==> src/sv/wdwa_pkg.sv <==
package wdwa_pkg;

  localparam int NUM_BINS     = 4096;
  localparam int MAX_FRAGMENT = 1024;
  localparam int BIN_W        = $clog2(NUM_BINS);
  localparam int FRAG_W       = $clog2(MAX_FRAGMENT);

  localparam int MODE_W  = 3;
  localparam int INDEX_W = 12;
  localparam int POS_W   = 28;
  localparam int VAL_W   = 32;
  localparam int WGT_W   = 16;
  localparam int CFG_IDX_W  = 2;
  localparam int CFG_DATA_W = 16;

  typedef enum logic [MODE_W-1:0] {
    MODE_WR_COORD  = 3'd0,
    MODE_WR_WEIGHT = 3'd1,
    MODE_WR_COUP   = 3'd2,
    MODE_ADD_SITE  = 3'd3,
    MODE_RD_COUP   = 3'd4
  } mode_t;

  typedef enum logic [CFG_IDX_W-1:0] {
    CFG_BIN_SIZE  = 2'd0,
    CFG_FLANK     = 2'd1,
    CFG_FRAG_LEN  = 2'd2,
    CFG_BINS_USED = 2'd3
  } cfg_idx_t;

  // controller -> datapath
  typedef struct packed {
    logic load;       // capture input transaction
    logic div_start;
    logic div_step;
    logic win_setup;  // compute window bounds from quotient
    logic rd_issue;   // read coord/coupling for bin k
    logic wt_issue;   // distance calc + weight read
    logic wb;         // write back coupling of bin k
    logic k_inc;
    logic simple_op;  // perform table write / coupling read
    logic rd_capture; // capture read-out coupling
    logic clr_step;
    logic out_load;
  } wdwa_cmd_t;

  // datapath -> controller
  typedef struct packed {
    logic div_done;
    logic win_empty;
    logic k_last;
    logic clr_done;
    logic is_add;
    logic is_read;
  } wdwa_stat_t;

endpackage

==> src/sv/wdwa_ctrl.sv <==
module wdwa_ctrl import wdwa_pkg::*; (
  input  logic       clk,
  input  logic       rst_n,
  input  logic       in_valid,
  output logic       in_ready,
  output logic       out_valid,
  input  logic       out_ready,
  input  wdwa_stat_t stat,
  output wdwa_cmd_t  cmd
);

  typedef enum logic [9:0] {
    S_CLEAR = 10'b0000000001,
    S_IDLE  = 10'b0000000010,
    S_DIV   = 10'b0000000100,
    S_WIN   = 10'b0000001000,
    S_RD    = 10'b0000010000,
    S_WT    = 10'b0000100000,
    S_ACC   = 10'b0001000000,
    S_WB    = 10'b0010000000,
    S_SIMPLE= 10'b0100000000,
    S_RDOUT = 10'b1000000000
  } state_t;

  state_t state_r, state_nxt;
  logic   out_valid_r, out_valid_nxt;

  assign out_valid = out_valid_r;
  // output register frees once the old result is taken
  assign in_ready = (state_r == S_IDLE) && (!out_valid_r || out_ready);

  always_comb begin
    state_nxt     = state_r;
    out_valid_nxt = out_valid_r;
    cmd           = '0;
    if (out_valid_r && out_ready) out_valid_nxt = 1'b0;
    unique case (state_r)
      S_CLEAR: begin
        cmd.clr_step = 1'b1;
        if (stat.clr_done) state_nxt = S_IDLE;
      end
      S_IDLE: begin
        if (in_valid && in_ready) begin
          cmd.load  = 1'b1;
          state_nxt = S_SIMPLE;
        end
      end
      S_SIMPLE: begin
        if (stat.is_add) begin
          cmd.div_start = 1'b1;
          state_nxt     = S_DIV;
        end else if (stat.is_read) begin
          cmd.simple_op = 1'b1;
          state_nxt     = S_RDOUT;
        end else begin
          cmd.simple_op = 1'b1;
          cmd.out_load  = 1'b1;
          out_valid_nxt = 1'b1;
          state_nxt     = S_IDLE;
        end
      end
      S_RDOUT: begin
        cmd.rd_capture = 1'b1;
        cmd.out_load   = 1'b1;
        out_valid_nxt  = 1'b1;
        state_nxt      = S_IDLE;
      end
      S_DIV: begin
        cmd.div_step = 1'b1;
        if (stat.div_done) state_nxt = S_WIN;
      end
      S_WIN: begin
        cmd.win_setup = 1'b1;
        state_nxt     = S_RD;
      end
      S_RD: begin
        if (stat.win_empty) begin
          cmd.out_load  = 1'b1;
          out_valid_nxt = 1'b1;
          state_nxt     = S_IDLE;
        end else begin
          cmd.rd_issue = 1'b1;
          state_nxt    = S_WT;
        end
      end
      S_WT: begin
        cmd.wt_issue = 1'b1;
        state_nxt    = S_ACC;
      end
      S_ACC: begin
        state_nxt = S_WB;
      end
      S_WB: begin
        cmd.wb = 1'b1;
        if (stat.k_last) begin
          cmd.out_load  = 1'b1;
          out_valid_nxt = 1'b1;
          state_nxt     = S_IDLE;
        end else begin
          cmd.k_inc = 1'b1;
          state_nxt = S_RD;
        end
      end
      default: state_nxt = S_IDLE;
    endcase
  end

  always_ff @(posedge clk) begin
    if (!rst_n) begin
      state_r     <= S_CLEAR;
      out_valid_r <= 1'b0;
    end else begin
      state_r     <= state_nxt;
      out_valid_r <= out_valid_nxt;
    end
  end

endmodule

==> config.mk <==
export PLATFORM = sky130hd
export DESIGN_NAME = wdwa_ctrl
export DESIGN_NICKNAME = d
export VERILOG_FILES = /design/src/sv/wdwa_pkg.sv /design/src/sv/wdwa_ctrl.sv
export SDC_FILE = /design/constraint.sdc
export NUM_CORES = 1
export LEC_CHECK = 0
export ABC_AREA = 1
export CAP_MARGIN = 15
export CORE_MARGIN = 2
export CORE_UTILIZATION = 64
export CTS_BUF_LIST = sky130_fd_sc_hd__clkbuf_2 sky130_fd_sc_hd__clkbuf_4 sky130_fd_sc_hd__clkbuf_8
export CTS_CLUSTER_SIZE = 10
export DETAILED_ROUTE_END_ITERATION = 8
export DONT_BUFFER_PORTS = 1
export PLACE_DENSITY = 0.77
export REMOVE_ABC_BUFFERS = 1
export SETUP_SLACK_MARGIN = 0.05
export SLEW_MARGIN = 40
export SYNTH_ARGS = -nofsm -noshare
export SYNTH_HDL_FRONTEND = slang
export SYNTH_SLANG_ARGS = --single-unit
==> constraint.sdc <==
create_clock -name clk -period 2.65 [get_ports clk]
set_clock_uncertainty 0.15 [all_clocks]
set_input_delay 0.1325 -clock clk [delete_from_list [all_inputs] [get_ports clk]]
set_output_delay 0.1325 -clock clk [all_outputs]
set_load 0.03 [all_outputs]
# ---- Yosys cells after proc, flatten, opt, wreduce, memory -nomap -nowiden
# Cells that the tools add are included.
dict set report classes {
  n_addsub 0
  multipliers 0
  n_div 0
  order_cmp 0
  n_eq_ne 13
  n_shift 0
  mux 34
  n_bitwise 0
  n_reduce_logical 6
}
# cell count
set op_table {}
lappend op_table {{$pmux W10 S9} 1}
lappend op_table {{$mux W10} 5}
lappend op_table {{$mux W1} 23}
lappend op_table {{$eq A10 B1 Y1 const B} 1}
lappend op_table {{$eq A10 B10 Y1 const B} 1}
lappend op_table {{$eq A10 B2 Y1 const B} 1}
lappend op_table {{$eq A10 B3 Y1 const B} 1}
lappend op_table {{$eq A10 B4 Y1 const B} 1}
lappend op_table {{$eq A10 B5 Y1 const B} 1}
lappend op_table {{$eq A10 B6 Y1 const B} 1}
lappend op_table {{$eq A10 B7 Y1 const B} 1}
lappend op_table {{$eq A10 B8 Y1 const B} 1}
lappend op_table {{$eq A10 B9 Y1 const B} 1}
lappend op_table {{$pmux W1 S4} 2}
lappend op_table {{$mux W6} 1}
lappend op_table {{$mux W5} 1}
lappend op_table {{$ne A2 B2 Y1 const B} 2}
lappend op_table {{$logic_and A1 B1 Y1} 3}
lappend op_table {{$reduce_and A3 Y1} 1}
lappend op_table {{$mux W2} 1}
lappend op_table {{$ne A2 B1 Y1 const B} 1}
lappend op_table {{$logic_not A1 Y1} 1}
lappend op_table {{$logic_or A1 B1 Y1} 1}
dict set report totals {
  ff_bits 11
  latch_bits 0
  ram_bits 0
  rom_bits 0
  in_bits 10
  wordCells 55
  memories 0
}

# ---- Logic depth before layout (Yosys ltp)
dict set report logic_depth {
  word_depth 6
  depth_mapped 11
  depth_no_buf 11
}

# ---- Worst setup path after synthesis
# Ideal clock, no wire load.
dict set report synth_timing {
  kind {register to register}
  start {register state_r[3]}
  end {register state_r[5]}
  setup_ps 59
  t_arrival_ps 1384
  required_time_ps 2441
  setup_slack_ps 1057
  stages_incl_launch_ff 8
  period_less_slack_ps 1593
  cell_sequence {dfxtp_1 nor2_1 nand2_2 nor2_1 nand2_1 nor2_1 nand3_1 inv_1}
}
dict set report synth_via {
  elab_chain_len 5
  elab_cells_between_ends 16
  classes_between {eq/ne: 12; mux: 1; reduce/logical: 3}
}
# element line
set synth_lines {}
lappend synth_lines {{start: declaration} wdwa_ctrl.sv:25} ;# state_t state_r, state_nxt;
lappend synth_lines {{start signal: assignment} wdwa_ctrl.sv:113} ;# state_r <= state_nxt;
lappend synth_lines {{$eq A10 B2 Y1} {wdwa_ctrl.sv:30, wdwa_ctrl.sv:37}}
lappend synth_lines {{$logic_and A1 B1 Y1} wdwa_ctrl.sv:30} ;# assign in_ready = (state_r == S_IDLE) && (!out_valid_r || out_ready);
lappend synth_lines {{$logic_and A1 B1 Y1} wdwa_ctrl.sv:43} ;# if (in_valid && in_ready) begin
lappend synth_lines {{$ne A2 B1 Y1 (no line)} -}
lappend synth_lines {{$reduce_and A3 Y1 (no line)} -}
# Several ways; a longest one is shown, not always the timed one.
# A chain may end at the register's enable or synchronous reset.

# ---- Final worst setup path
dict set report layout_timing {
  start {register state_r[3]}
  end {register state_r[9]}
}
# The elaborated chain is that of the path after synthesis.

==> run metrics <==
most frequent cells in the layout 31 x inv_1, 27 x nor2_1, 25 x nand2_1; static leakage roughly 0.6 nW; vias in the first global route approximately 760; Peak VDD IR approximately 0.00033 V; Initial DRC Count 39; critical path type flop to flop; post-route ant nets 0; worst path required time 2.72 ns; mux cell area share after synthesis 0; pin count of the biggest net entering global routing 10; Synth area leader dfxtp_1; Setup crit end kind flop; Mean Syn Cell Area 5.90 um^2; Max Root-Sink Buffers 2; largest cells by area after synthesis dfxtp_1 25%, inv_1 13%, nor2_1 12%, nand2_1 11%, nand3_1 8.1%; CTS H-tree depth 1; per-cell routed wire length 11.5 um; fillers 117; CTS resizes 0; Die H 40.8 um; Arr. time, crit path ~2.1 ns; final setup vio count 0; routed vias 887; area share of and/or/nand/nor cells after synthesis 0.525; clock sink count 11; Core Box Area 1280 um^2; CTS buffer count 3; port bufs 0; Ys Warns 0; Synth Instances 147; final hold violations 0; Die W 40.8 um; Post-Synth Adder-Cell Area 0; Post-Place Cells 160; row cnt 13; crit-path max FO 6; layout cell share with drive strength beyond 1 0.204; number of synthesized register bits 11; RSZ-0062 raised after global routing no; max cap viols 0; CTS clk-pin slew, worst paths around 0.07 ns; final WL around 2000 um; status finished, final reports clean; Synth top area share 0.254; clk root buf clkbuf_4; antenna violations before repair 0; I/O pin count 24; global placer's final weighted congestion a little under 0.9; gr usage total 0.284; minimum clock period between 1.5 and 2 ns; maximum clock frequency 500 MHz; hold crit path type primary input to flop; die area between 1500 and 2000 um^2; power per cell area 381 nW/um^2; largest family of logic cells by synthesized area simple AND/OR/NAND/NOR gates; setup repair bufs after CTS 0; Least-Margin Pin Slew 0.599 ns; first-pass GRT wire length 3050 um; compound-gate portion of the synthesized area 0.0404; total grt overflow 0; Remaining DRCs 0; Worst slew margin 0.599; Hold Buf Count CTS 8; final period utilization 0.754; HPWL Detailed 1460 um; Ant. Diodes 0; setup TNS 0 ns; Synth Cell Area 867 um^2; Clk Latency, worst-skew pair 0.27 ns; most common cell after layout, fill and taps aside inv_1; Synth Area in XOR/XNOR 0; CTS tree yes; Cell variety after synth 23; sequential area share after synthesis 0.254; vias per inst 5.16; Starting Density 0.675; CP startpoint kind flop; Post-layout nets 168; Pins Over Slew Limit 0; Initial DRT Pass Iterations 4; area grow syn2layout 13.4%; final non-filler cell total 172
## worst max-delay path, cell delays in order, from the launching register on
cell and delay, ns:
dfxtp_1 0.35, nor2_1 0.18, nand2_2 0.13, nor2_2 0.14
nand2_2 0.13, nor3_1 0.15, dlygate4sd3_1 0.57, nand3_1 0.08
inv_1 0.06
## stage by stage
step | area (um^2) | hold slack, ns | setup WS [ns] | total power, W | util
after floorplan | 855 | 0.0522 | 1.06 | 0.000228 | -
after global placement | 873 | 0.0543 | 0.985 | 0.000236 | 0.680
after detailed placement | 873 | 0.0599 | 0.928 | 0.000236 | 0.680
after CTS | 983 | 0.0243 | 0.693 | 0.000374 | 0.765
after global routing | 983 | 0.0229 | 0.495 | 0.000395 | 0.765
final | 983 | 0.0251 | 0.652 | 0.000374 | 0.765
## report_power, final
group          leakage (nW)  internal (W)   total, W  switching [W]
Sequential           0.0893      0.000168   0.000173     0.00000446
Clock                0.0184     0.0000686   0.000129      0.0000604
Combinational         0.475     0.0000257  0.0000726      0.0000469
Total                 0.583      0.000263   0.000374       0.000112
## layer usage
layer | vias to the layer above | part of all wire | routed length (um) | track usage
met1 | 387 | 0.44 | 877 | 0.347
met3 | 9 | 0.042 | 82 | 0.0707
met4 | 0 | 0.023 | 45 | 0.142
met2 | 34 | 0.49 | 970 | 0.457
met5 | - | 0 | 0 | 0
li1 | 457 | - | - | -
## final timing paths
| path | start | to | slack, ns | cells after the start |
|---|---|---|---|---|
| setup / recovery | state_r[3]$_SDFFE_PN0P_ | state_r[9]$_SDFFE_PN0P_ | 0.65 | 8 |
| hold / removal | stat[4] | state_r[5]$_SDFFE_PN0P_ | 0.03 | 3 |
| setup reg to reg | state_r[3]$_SDFFE_PN0P_ | state_r[9]$_SDFFE_PN0P_ | 0.65 | 8 |
| hold reg to reg | state_r[8]$_SDFFE_PN0P_ | state_r[8]$_SDFFE_PN0P_ | 0.36 | 2 |
## synthesized netlist by cell type
cell type and instances:
nor3_1 2, and3_2 1, dfxtp_1 11, a21oi_1 2
nor2_2 6, inv_2 6, o21ai_0 2, clkinv_2 1
a31oi_1 1, inv_1 31, buf_4 1, nor2_4 3
nand2_1 25, buf_2 1, nor2_1 27, nand4_1 1
nand2_2 6, nand3b_1 1, nand2_4 2, nand3_2 1
nand3_1 14, o21ai_2 1, nand3_4 1
## sequential cells by signal, summed over array words and instances, names as in the netlist
register   flops
state_r       10
out_valid      1
## area by class of cell
cell class	instances	area, um^2	share of cell area
Multi-Input combinational cell	96	490	0.499
Sequential cell	11	220	0.224
Inverter	38	144	0.146
Timing Repair Buffer	8	80.1	0.0814
Clock buffer	4	30.0	0.0305
Tap cell	15	18.8	0.0191
## logic make-up after synthesis
| kind of cell | after synthesis |
|---|---|
| AOI/OAI and AO/OA | 6 |
| and+or+nand+nor | 90 |
| buffers and inverters | 40 |
| DFF | 11 |
Note: power is estimated with default switching activity, not from simulation.
